==> config.mk <==
export PLATFORM = sky130hd
export DESIGN_NAME = diff_command_header_parser_unit
export DESIGN_NICKNAME = d
export VERILOG_FILES = /design/src/hdl/dchp_pkg.sv /design/src/hdl/diff_command_header_parser_unit.sv
export SDC_FILE = /design/constraint.sdc
export NUM_CORES = 1
export LEC_CHECK = 0
export BUFFER_PORTS_ARGS = -buffer_cell sky130_fd_sc_hd__clkbuf_2
export CAP_MARGIN = 10
export CORE_UTILIZATION = 45
export CTS_CLUSTER_SIZE = 12
export DETAILED_ROUTE_END_ITERATION = 16
export SLEW_MARGIN = 20
export SYNTH_ARGS = -nofsm -noshare
export SYNTH_HDL_FRONTEND = slang
export SYNTH_SLANG_ARGS = --single-unit
==> constraint.sdc <==
create_clock -name clk_i -period 7.42 [get_ports clk_i]
set_clock_uncertainty 0.2 [all_clocks]
set_input_delay 0.371 -clock clk_i [delete_from_list [all_inputs] [get_ports clk_i]]
set_output_delay 0.371 -clock clk_i [all_outputs]
set_load 0.005 [all_outputs]
==> src/hdl/dchp_pkg.sv <==
// Shared types and character codes for the diff command header parser.
package dchp_pkg;

  // Line parsing phase.
  typedef enum logic [2:0] {
    PH_OLD_FIRST = 3'd0,
    PH_OLD_LAST  = 3'd1,
    PH_NEW_FIRST = 3'd2,
    PH_NEW_LAST  = 3'd3,
    PH_SKIP      = 3'd4
  } phase_e;

  // Command code of a result.
  typedef enum logic [1:0] {
    CMD_APPEND = 2'd0,
    CMD_CHANGE = 2'd1,
    CMD_DELETE = 2'd2,
    CMD_NONE   = 2'd3
  } cmd_e;

  // Error code of a result.
  typedef enum logic [2:0] {
    ERR_OK       = 3'd0,
    ERR_REVERSED = 3'd1,
    ERR_BAD_CMD  = 3'd2,
    ERR_EXTRA    = 3'd3,
    ERR_OVERFLOW = 3'd4
  } err_e;

  localparam int unsigned OUT_WIDTH = 24;

  localparam logic [7:0] CH_NL    = 8'h0A;
  localparam logic [7:0] CH_0     = 8'h30;
  localparam logic [7:0] CH_9     = 8'h39;
  localparam logic [7:0] CH_COMMA = 8'h2C;
  localparam logic [7:0] CH_A     = 8'h61;
  localparam logic [7:0] CH_C     = 8'h63;
  localparam logic [7:0] CH_D     = 8'h64;

endpackage

==> src/hdl/diff_command_header_parser_unit.sv <==
// Top level of the normal-format diff command header parser.

// This block parses a diff command line such as "12,15c20,23" one character
// per transfer and gives one result on each newline: the old range, the
// command, the new range and an error code. It takes one character every
// clock cycle while in_ready_o is high; a character moves through an input
// register and one update stage into the result register.
// The only throughput limit is the result register: in_ready_o drops only
// when a character is waiting in the input register while a result is held
// and not taken. Missing digits count as zero, a range without a comma has
// equal first and last numbers, and the first error of a line is kept while
// the rest of the line up to its newline is dropped. On any error the four
// numbers read as zero and the command reads as none. Numbers accumulate
// in NUM_WIDTH bits and saturate with an overflow error; the output ports
// carry their low 24 bits.
module diff_command_header_parser_unit #(
  parameter int unsigned NUM_WIDTH = 24
) (
  input  logic              clk_i,
  input  logic              rst_ni,
  input  logic              in_valid_i,
  output logic              in_ready_o,
  input  logic [7:0]        ch_i,
  output logic              out_valid_o,
  input  logic              out_ready_i,
  output logic [23:0]       first_old_o,
  output logic [23:0]       last_old_o,
  output dchp_pkg::cmd_e    command_o,
  output logic [23:0]       first_new_o,
  output logic [23:0]       last_new_o,
  output dchp_pkg::err_e    error_o
);
  import dchp_pkg::*;

  localparam int unsigned ProdWidth = NUM_WIDTH + 4;
  localparam logic [NUM_WIDTH-1:0] NumMax = {NUM_WIDTH{1'b1}};

  // Input register.
  logic       in_valid_q, in_valid_d;
  logic [7:0] ch_q, ch_d;

  // Line state.
  phase_e               phase_q, phase_d;
  logic [NUM_WIDTH-1:0] lo_q, lo_d;
  logic [NUM_WIDTH-1:0] hi_q, hi_d;
  logic                 comma_q, comma_d;
  logic [NUM_WIDTH-1:0] olo_q, olo_d;
  logic [NUM_WIDTH-1:0] ohi_q, ohi_d;
  cmd_e                 cmd_q, cmd_d;
  err_e                 err_q, err_d;

  // Result register.
  logic        out_valid_q, out_valid_d;
  logic [23:0] first_old_q, first_old_d;
  logic [23:0] last_old_q, last_old_d;
  cmd_e        command_q, command_d;
  logic [23:0] first_new_q, first_new_d;
  logic [23:0] last_new_q, last_new_d;
  err_e        error_q, error_d;

  logic                 advance;
  logic                 process;
  logic                 emit;
  logic                 is_nl;
  logic                 is_dig;
  logic [NUM_WIDTH-1:0] acc_sel;
  logic [ProdWidth-1:0] prod;
  logic                 ovf;
  logic [NUM_WIDTH-1:0] hi_close;

  // Zero-extended copies of the numbers, so the 24-bit output view works
  // for any accumulator width.
  logic [NUM_WIDTH+OUT_WIDTH-1:0] olo_ext, ohi_ext, lo_ext, hi_ext;

  // The update stage moves whenever the result register is free or drains.
  assign advance    = !out_valid_q || out_ready_i;
  assign in_ready_o = !in_valid_q || advance;
  assign process    = in_valid_q && advance;

  always_comb begin
    in_valid_d = in_valid_q;
    ch_d       = ch_q;
    if (in_ready_o) begin
      in_valid_d = in_valid_i;
      if (in_valid_i) begin
        ch_d = ch_i;
      end
    end
  end

  assign is_nl  = (ch_q == CH_NL);
  assign is_dig = (ch_q inside {[CH_0:CH_9]});

  // First numbers build in the low accumulator, second numbers in the high.
  assign acc_sel = (phase_q == PH_OLD_FIRST || phase_q == PH_NEW_FIRST) ? lo_q : hi_q;
  assign prod = {1'b0, acc_sel, 3'b000} + {3'b000, acc_sel, 1'b0}
              + {{(ProdWidth - 4){1'b0}}, ch_q[3:0]};
  assign ovf  = (prod[ProdWidth-1:NUM_WIDTH] != 4'd0);

  // A range without a comma ends with its last number equal to its first.
  assign hi_close = comma_q ? hi_q : lo_q;

  // Next line state.
  always_comb begin
    phase_d = phase_q;
    lo_d    = lo_q;
    hi_d    = hi_q;
    comma_d = comma_q;
    olo_d   = olo_q;
    ohi_d   = ohi_q;
    cmd_d   = cmd_q;
    err_d   = err_q;
    emit    = 1'b0;
    if (process) begin
      case (phase_q)
        PH_OLD_FIRST, PH_OLD_LAST, PH_NEW_FIRST, PH_NEW_LAST: begin
          if (is_dig) begin
            if (ovf) begin
              if (phase_q == PH_OLD_FIRST || phase_q == PH_NEW_FIRST) begin
                lo_d = NumMax;
              end else begin
                hi_d = NumMax;
              end
              err_d   = ERR_OVERFLOW;
              phase_d = PH_SKIP;
            end else if (phase_q == PH_OLD_FIRST || phase_q == PH_NEW_FIRST) begin
              lo_d = prod[NUM_WIDTH-1:0];
            end else begin
              hi_d = prod[NUM_WIDTH-1:0];
            end
          end else if (ch_q == CH_COMMA &&
                       (phase_q == PH_OLD_FIRST || phase_q == PH_NEW_FIRST)) begin
            comma_d = 1'b1;
            hi_d    = '0;
            phase_d = (phase_q == PH_OLD_FIRST) ? PH_OLD_LAST : PH_NEW_LAST;
          end else if (phase_q == PH_OLD_FIRST || phase_q == PH_OLD_LAST) begin
            hi_d = hi_close;
            if (lo_q > hi_close) begin
              err_d   = ERR_REVERSED;
              phase_d = PH_SKIP;
              emit    = is_nl;
            end else if (ch_q inside {CH_A, CH_C, CH_D}) begin
              olo_d   = lo_q;
              ohi_d   = hi_close;
              cmd_d   = (ch_q == CH_A) ? CMD_APPEND :
                        (ch_q == CH_C) ? CMD_CHANGE : CMD_DELETE;
              lo_d    = '0;
              hi_d    = '0;
              comma_d = 1'b0;
              phase_d = PH_NEW_FIRST;
            end else begin
              err_d   = ERR_BAD_CMD;
              phase_d = PH_SKIP;
              emit    = is_nl;
            end
          end else begin
            // End of the new range: only a newline may follow it.
            hi_d = hi_close;
            if (lo_q > hi_close) begin
              err_d   = ERR_REVERSED;
              phase_d = PH_SKIP;
            end else if (!is_nl) begin
              err_d   = ERR_EXTRA;
              phase_d = PH_SKIP;
            end
            emit = is_nl;
          end
        end
        default: begin
          phase_d = PH_SKIP;
          emit    = is_nl;
        end
      endcase
    end
  end

  assign olo_ext = {{OUT_WIDTH{1'b0}}, olo_d};
  assign ohi_ext = {{OUT_WIDTH{1'b0}}, ohi_d};
  assign lo_ext  = {{OUT_WIDTH{1'b0}}, lo_d};
  assign hi_ext  = {{OUT_WIDTH{1'b0}}, hi_d};

  // Result register load.
  always_comb begin
    out_valid_d = out_valid_q && !out_ready_i;
    first_old_d = first_old_q;
    last_old_d  = last_old_q;
    command_d   = command_q;
    first_new_d = first_new_q;
    last_new_d  = last_new_q;
    error_d     = error_q;
    if (emit) begin
      out_valid_d = 1'b1;
      error_d     = err_d;
      if (err_d != ERR_OK) begin
        first_old_d = '0;
        last_old_d  = '0;
        command_d   = CMD_NONE;
        first_new_d = '0;
        last_new_d  = '0;
      end else begin
        first_old_d = olo_ext[OUT_WIDTH-1:0];
        last_old_d  = ohi_ext[OUT_WIDTH-1:0];
        command_d   = cmd_d;
        first_new_d = lo_ext[OUT_WIDTH-1:0];
        last_new_d  = hi_ext[OUT_WIDTH-1:0];
      end
    end
  end

  always_ff @(posedge clk_i or negedge rst_ni) begin
    if (!rst_ni) begin
      in_valid_q  <= 1'b0;
      out_valid_q <= 1'b0;
      phase_q     <= PH_OLD_FIRST;
      lo_q        <= '0;
      hi_q        <= '0;
      comma_q     <= 1'b0;
      olo_q       <= '0;
      ohi_q       <= '0;
      cmd_q       <= CMD_NONE;
      err_q       <= ERR_OK;
    end else begin
      in_valid_q  <= in_valid_d;
      out_valid_q <= out_valid_d;
      if (emit) begin
        // A newline that gives a result starts a fresh line.
        phase_q <= PH_OLD_FIRST;
        lo_q    <= '0;
        hi_q    <= '0;
        comma_q <= 1'b0;
        olo_q   <= '0;
        ohi_q   <= '0;
        cmd_q   <= CMD_NONE;
        err_q   <= ERR_OK;
      end else begin
        phase_q <= phase_d;
        lo_q    <= lo_d;
        hi_q    <= hi_d;
        comma_q <= comma_d;
        olo_q   <= olo_d;
        ohi_q   <= ohi_d;
        cmd_q   <= cmd_d;
        err_q   <= err_d;
      end
    end
  end

  // Payload registers carry no reset.
  always_ff @(posedge clk_i) begin
    ch_q        <= ch_d;
    first_old_q <= first_old_d;
    last_old_q  <= last_old_d;
    command_q   <= command_d;
    first_new_q <= first_new_d;
    last_new_q  <= last_new_d;
    error_q     <= error_d;
  end

  assign out_valid_o = out_valid_q;
  assign first_old_o = first_old_q;
  assign last_old_o  = last_old_q;
  assign command_o   = command_q;
  assign first_new_o = first_new_q;
  assign last_new_o  = last_new_q;
  assign error_o     = error_q;

  // The skip phase and a latched error always go together.
  assert property (@(posedge clk_i) disable iff (!rst_ni)
    (phase_q == PH_SKIP) == (err_q != ERR_OK))
    else $error("skip phase and latched error disagree");

  // A failed line reports no command and zero ranges.
  assert property (@(posedge clk_i) disable iff (!rst_ni)
    out_valid_o && error_o != ERR_OK |->
      command_o == CMD_NONE && first_old_o == '0 && last_old_o == '0 &&
      first_new_o == '0 && last_new_o == '0)
    else $error("error result carries range data");

  // A clean line always names a command.
  assert property (@(posedge clk_i) disable iff (!rst_ni)
    out_valid_o && error_o == ERR_OK |-> command_o != CMD_NONE)
    else $error("clean result without a command");

  // Input back-pressure only comes from a held result.
  assert property (@(posedge clk_i) disable iff (!rst_ni)
    !in_ready_o |-> out_valid_o && !out_ready_i && in_valid_q)
    else $error("input stalled without a held result");

  // A result can only follow a newline in the update stage.
  assert property (@(posedge clk_i) disable iff (!rst_ni)
    emit |-> process && ch_q == CH_NL)
    else $error("result produced without a newline");

endmodule
---- After elaboration in Yosys (flattened, before gate mapping) ----
Cells that the tools add are included.
word-level totals
  output and inout bits ................... 103
  register bits ........................... 216
  bits in latches ......................... 0
  RAM bits ................................ 0
  ROM bits ................................ 0
  memories kept ........................... 0
  logic and storage cells ................. 146
  input bits .............................. 12
operators by class
  shift operators ......................... 0
  bitwise operators ....................... 0
  multipliers ............................. 0
  eq/ne operators ......................... 12
  mux-type cells .......................... 89
  $lt $le $gt $ge ......................... 3
  reduce and logical (&&, ||, !) cells .... 23
  divide/modulo/power cells ............... 0
  add/sub/neg operators ................... 2
operators with widths
  kind                                                                              number
  24-bit two-way mux                                                                40
  3-bit two-way mux                                                                 22
  27-bit by 25-bit adder with 28-bit output                                         1
  28-bit by 4-bit adder with 28-bit output                                          1
  8-bit by 7-bit equality test with 1-bit output, second input constant             3
  24-bit greater-than comparator                                                    1
  2-bit two-way mux                                                                 11
  1-bit two-way mux                                                                 16
  3-bit nonzero test                                                                4
  8-bit by 4-bit equality test with 1-bit output, second input constant             1
  8-bit by 6-bit equality test with 1-bit output, second input constant             1
  8-bit by 6-bit >= comparator with 1-bit output, second input constant             1
  8-bit by 6-bit less-or-equal comparator with 1-bit output, second input constant  1
  7-bit != test, second input constant                                              1
  3-bit by 2-bit equality test with 1-bit output, second input constant             2
  6-bit AND reduction                                                               1
  1-bit logical AND                                                                 4
  1-bit logical OR                                                                  4
  4-bit != test, second input constant                                              1
  2-bit nonzero test                                                                2
  4-bit nonzero test                                                                1
  4-bit OR reduction                                                                1
  3-bit by 1-bit equality test with 1-bit output, second input constant             1
  1-bit zero test                                                                   3
  5 further kinds                                                                   5

---- Longest topological paths before layout ----
  word-level depth ........................ 11
  mapped depth ............................ 23
  depth with buffers taken out ............ 16

---- Worst setup path before layout ----
No wires, ideal clock.
  path type ............................... register to register
  from .................................... register phase_q[2]
  to ...................................... register command_q[0] (netlist: command_o[0]) (data pin)
  setup time .............................. 0.259 ns
  data required time ...................... 6.961 ns
  cell stages (with the launch flop) ...... 23
  clock period less this slack ............ 5.265 ns
  data arrival time ....................... 4.805 ns
  buffers on the path ..................... 6
  slack ................................... 2.155 ns
  cells stage by stage .................... dfrtp_1 -> or2_1 -> buf_4 -> clkbuf_1 -> clkbuf_1 -> clkbuf_1 -> nand2_1 -> nand2_1 -> ha_1 -> ha_1 -> fa_1 -> a211oi_1 -> nor2_1 -> o21ai_0 -> o21ai_0 -> a41oi_1 -> nor4_1 -> and2_1 -> buf_4 -> a31oi_2 -> nand3_2 -> buf_4 -> or2_1
between the ends
  longest elaborated chain between the ends .. 11
  elaborated cells on any way between the ends .. 24
  classes of those cells .................. add/sub: 2; eq/ne: 3; mux: 12; reduce/logical: 7
ends and longest elaborated chain
  what                                                                                      RTL line                                                                                                               RTL
  from (decl)                                                                               diff_command_header_parser_unit.sv:43                                                                                  phase_e phase_q, phase_d;
  from (signal assigned)                                                                    diff_command_header_parser_unit.sv:236                                                                                 phase_q <= phase_d;
  3-bit by 2-bit equality test with 1-bit output / 3-bit zero test (equally long branches)  diff_command_header_parser_unit.sv:95, diff_command_header_parser_unit.sv:115, diff_command_header_parser_unit.sv:132
  1-bit logical OR                                                                          diff_command_header_parser_unit.sv:95, diff_command_header_parser_unit.sv:132
  24-bit two-way mux                                                                        diff_command_header_parser_unit.sv:95                                                                                  assign acc_sel = (phase_q == PH_OLD_FIRST || phase_q == PH_NEW_FIRST) ? lo_q : hi_q;
  27-bit by 25-bit adder with 28-bit output                                                 diff_command_header_parser_unit.sv:96                                                                                  assign prod = {1'b0, acc_sel, 3'b000} + {3'b000, acc_sel, 1'b0}
  28-bit by 4-bit adder with 28-bit output                                                  diff_command_header_parser_unit.sv:97                                                                                  + {{(ProdWidth - 4){1'b0}}, ch_q[3:0]};
  4-bit nonzero test                                                                        diff_command_header_parser_unit.sv:98                                                                                  assign ovf = (prod[ProdWidth-1:NUM_WIDTH] != 4'd0);
  3-bit two-way mux                                                                         diff_command_header_parser_unit.sv:118                                                                                 if (ovf) begin
  3-bit two-way mux                                                                         diff_command_header_parser_unit.sv:117                                                                                 if (is_dig) begin
  3-bit two-way mux                                                                         diff_command_header_parser_unit.sv:115                                                                                 case (phase_q)
  3-bit two-way mux                                                                         diff_command_header_parser_unit.sv:114                                                                                 if (process) begin
  3-bit nonzero test                                                                        diff_command_header_parser_unit.sv:194                                                                                 if (err_d != ERR_OK) begin
  to (signal assigned)                                                                      diff_command_header_parser_unit.sv:253                                                                                 command_q <= command_d;
  to (decl)                                                                                 diff_command_header_parser_unit.sv:56                                                                                  cmd_e command_q, command_d;
Several ways; a longest one is shown, not always the timed one.
A chain may end at the register's enable or synchronous reset.

---- Worst setup path after layout ----
  from .................................... register phase_q[2]
  to ...................................... register first_new_q[1] (netlist: first_new_o[1]) (data pin)
between the ends
  longest elaborated chain between the ends .. 11
  elaborated cells on any way between the ends .. 27
  classes of those cells .................. add/sub: 2; eq/ne: 3; mux: 15; reduce/logical: 7
ends and longest elaborated chain
  what                                                                                      RTL line                                RTL
  3-bit by 2-bit equality test with 1-bit output / 3-bit zero test (equally long branches)  --
  1-bit logical OR                                                                          --
  24-bit two-way mux                                                                        diff_command_header_parser_unit.sv:95
  27-bit by 25-bit adder with 28-bit output                                                 diff_command_header_parser_unit.sv:96
  28-bit by 4-bit adder with 28-bit output                                                  diff_command_header_parser_unit.sv:97
  4-bit nonzero test                                                                        diff_command_header_parser_unit.sv:98
  3-bit two-way mux                                                                         diff_command_header_parser_unit.sv:118
  3-bit two-way mux                                                                         diff_command_header_parser_unit.sv:117
  3-bit two-way mux                                                                         diff_command_header_parser_unit.sv:115
  3-bit two-way mux                                                                         diff_command_header_parser_unit.sv:114
  3-bit nonzero test                                                                        diff_command_header_parser_unit.sv:194
  to (signal assigned)                                                                      diff_command_header_parser_unit.sv:254  first_new_q <= first_new_d;
  to (decl)                                                                                 diff_command_header_parser_unit.sv:57   logic [23:0] first_new_q, first_new_d;
Several ways; a longest one is shown, not always the timed one.

==> impl_results.md <==
- Root Driver: clkbuf_16
- Fill count: 2326
- CP arrival: 6.72 ns
- R2R setup slack: 0.83 ns
- NetSw: 588 uW
- Sequential Power Share: 0.498
- Number of post-CTS setup repair buffers: 0
- Placed inst area: 0.0123 mm^2
- Syn Inst Count: 1158
- Clock Tree Buf Depth: 3
- Core Rows: 58
- # diodes: 0
- Grt ovf: 0
- Detailed Place HPWL: 22.9 mm
- Avg Cell Area, Syn: 9.94 um^2
- # nets final: 1335
- Logic pwr share: 0.054
- RSZ-0062 raised after global routing: no
- DR vias/cell: 5.67
- R2R cell count: 17
- Post-route ant nets: 0
- Number of gates resized after CTS: 0
- Sw Ratio: 0.227
- Seq. cell area: 0.00595 mm^2
- Multi-input combinational cell area: 0.00509 mm^2
- Post-route clock period utilization: 0.889
- Vias: 9079
- Hold Fails Final Rpt: 0
- # port buffers: 114
- Final setup violation count: 0
- Largest net degree at the start of global routing: 80
- Failing checks: design-rule violations
- Initial antenna violation count: 0
- Power, Total: 2.59 mW
- Tmin final: 6.59 ns
- Area delta synth->final: 14.5%
- Clk Latency, worst-skew pair: 0.52 ns
- IO Count: 115
- CTS Buf Count: 24
- Power per cell area: 197 mW/mm^2
- Syn_nets: 1239
- Drt drc: 2
- Fmax: 152 MHz
- Hold buffer count at CTS: 12
- # Max-Cap Violations: 0
- Main flop type after synthesis: edfxtp_1
- GP Congestion: 0.881
- Internal power: 2.01 mW
- Reg-to-reg endpoint: first_new_o[1]
- VDD IR max: 0.000168 V
- Cell Area, Synth: 0.0115 mm^2
- GRT Total Usage: 0.246
- Max-slew violation count: 0
- Post-synth EDFFs: 109
- CTS Sinks: 216
- Setup TNS: 0 ns
- Kind of critical path: reg2reg
- Launch point of the worst reg-to-reg path: phase_q[2]
- CTS tree: done
- Final non-filler cell area: 0.0132 mm^2
- Die Area: 0.0262 mm^2
- Status: complete, but fails checks
- Final WL: 31.9 mm
- Chip width: 162 um
- Endpoint class of the critical path: register
- Starting Density: 0.459
- Worst EP required: 7.54 ns
- Hold Crit Class: in2async
- Clock power frac: 0.448
- Seq cells post-synth: 216
- CP max FO: 57
- Startpoint types: register
- CORE AREA: 0.0251 mm^2
- Worst slack, placed: 0.905 ns
- P_leak: 5.84 nW
- Actual slew at the worst max-slew pin: 1.14 ns
- Met2 Use GR: 0.380
- H-tree depth: 1
- Die Height: 162 um
- First-pass GRT wire length: 50.3 mm
- Slew Limit Headroom: 0.240
- Final worst setup slack: 0.827 ns
- M3 GR Usage: 0.0245
- Pre-antenna DRT Iters: 12
- Met1 GRT Util: 0.368
- Vias in the first global route: 8840
- Sequential area share after synthesis: 0.517
- YS warnings: 0
- Most heavily used metal layer in global routing: met2
- Post-synth ARST share: 0.495
- Initial DRC Count: 1013
- Share of layout cells above drive strength 1: 0.142
- Post-synth cell types: 66
- DR WL/cell: 19.9 um
- CTS clk-pin slew, worst paths: 0.06 ns
[cell usage after synthesis (all sizes together), types with 3 or more instances]
master	count	area, um^2
and2	7	43.8
nor3	28	140
xor2	9	78.8
nor2	199	747
nor2b	13	81.3
o22ai	3	18.8
dfrtp	105	2630
nand3	20	105
nand2	119	447
nor4	6	50.0
a31oi	23	156
nand2b	5	31.3
o21ai	91	455
a211oi	3	27.5
edfxtp	109	3270
clkbuf	40	150
o211ai	8	60.1
buf	29	178
o21a	3	22.5
nand4	19	119
xnor2	13	114
mux2i	56	564
a221oi	20	175
and4	3	26.3
a21oi	58	290
a21o	6	45.0
inv	44	165
and3	4	25.0
or3	7	43.8
ha	67	838
or2	3	18.8
[routing by layer]
| metal | vias up | share of wire |
|---|---|---|
| li1 | 4328 | - |
| met1 | 4389 | 0.46 |
| met2 | 323 | 0.45 |
| met3 | 39 | 0.062 |
| met4 | 0 | 0.023 |
| met5 | - | 0 |
[critical path: stages, from the launching register on]
cell and delay, ns:
dfrtp_1 0.45, or2_2 0.52, buf_4 0.34, mux2i_1 0.41
inv_1 0.09, ha_1 0.31, ha_1 0.40, a21oi_1 0.27
o211ai_1 0.14, a21oi_1 0.20, o221ai_1 0.16, or3_1 0.40
nor4_1 0.43, nand2_1 0.39, a22oi_2 0.41, nand3_4 0.46
buf_4 0.49, nor3_1 0.28
[power by group through the flow]
stage / clock network (mW) / registers (mW) / logic, mW
CTS: 1.19 / 1.29 / 0.140
global route: 1.23 / 1.29 / 0.155
detailed placement: 0 / 1.31 / 0.134
finish: 1.16 / 1.29 / 0.140
global placement: 0 / 1.31 / 0.134
floorplan: 0 / 1.30 / 0.0910
[worst max path at each step]
stage                     from              end  slack [ns]  depth (start not counted)
detailed placement  phase_q[2]   first_new_o[1]        0.90                         17
global route        phase_q[2]   first_new_o[1]        0.28                         17
CTS                 phase_q[2]   first_new_o[1]        0.90                         17
global placement    phase_q[2]  first_new_o[21]        1.08                         16
finish              phase_q[2]   first_new_o[1]        0.83                         17
floorplan           phase_q[2]     command_o[0]        2.16                         22
[final cells by class]
class | instances | share of cell area
inverter | 44 | 0.0129
timing repair buffer | 139 | 0.0600
clock buffer | 38 | 0.0534
multi-input combinational | 829 | 0.386
tap | 330 | 0.0313
clock inverter | 6 | 0.00456
sequential | 216 | 0.452
[sequential cells by signal (all words and copies together) (netlist names)]
register     flops
ch_q             8
cmd_q            2
comma_q          1
command_o        2
err_q            3
error_o          3
first_new_o     24
first_old_o     24
hi_q            24
in_valid_q       1
last_new_o      24
last_old_o      24
lo_q            24
ohi_q           24
olo_q           24
out_valid_o      1
phase_q          3
[logic make-up after synthesis]
family / Yosys count / synth area share
adder cells (fa/ha/maj): 69 / 0.0763
AO/OA/AOI/OAI: 243 / 0.131
flip-flops: 216 / 0.517
multiplexers: 56 / 0.0490
buffers and inverters: 113 / 0.0428
XOR/XNOR: 22 / 0.0167
AND/OR/NAND/NOR: 439 / 0.167
[placed cells by master (no fill, tap or decap), types with 21 or more instances in the layout]
cell type	count
nor2_1	198
nand2_1	119
mux2i_1	55
clkbuf_2	113
nor3_1	26
a21oi_1	58
inv_1	43
edfxtp_1	109
a31oi_1	21
ha_1	67
dfrtp_1	105
clkbuf_16	25
o21ai_0	90
[per-stage QoR]
stage,std cells,hold slack [ns],utilization
floorplan,1158,-0.125,-
global placement,1546,0.208,0.490
detailed placement,1546,0.204,0.490
CTS,1602,0.204,0.525
global route,1602,0.237,0.525
finish,1602,0.192,0.525
(Power assumes the default switching activity.)
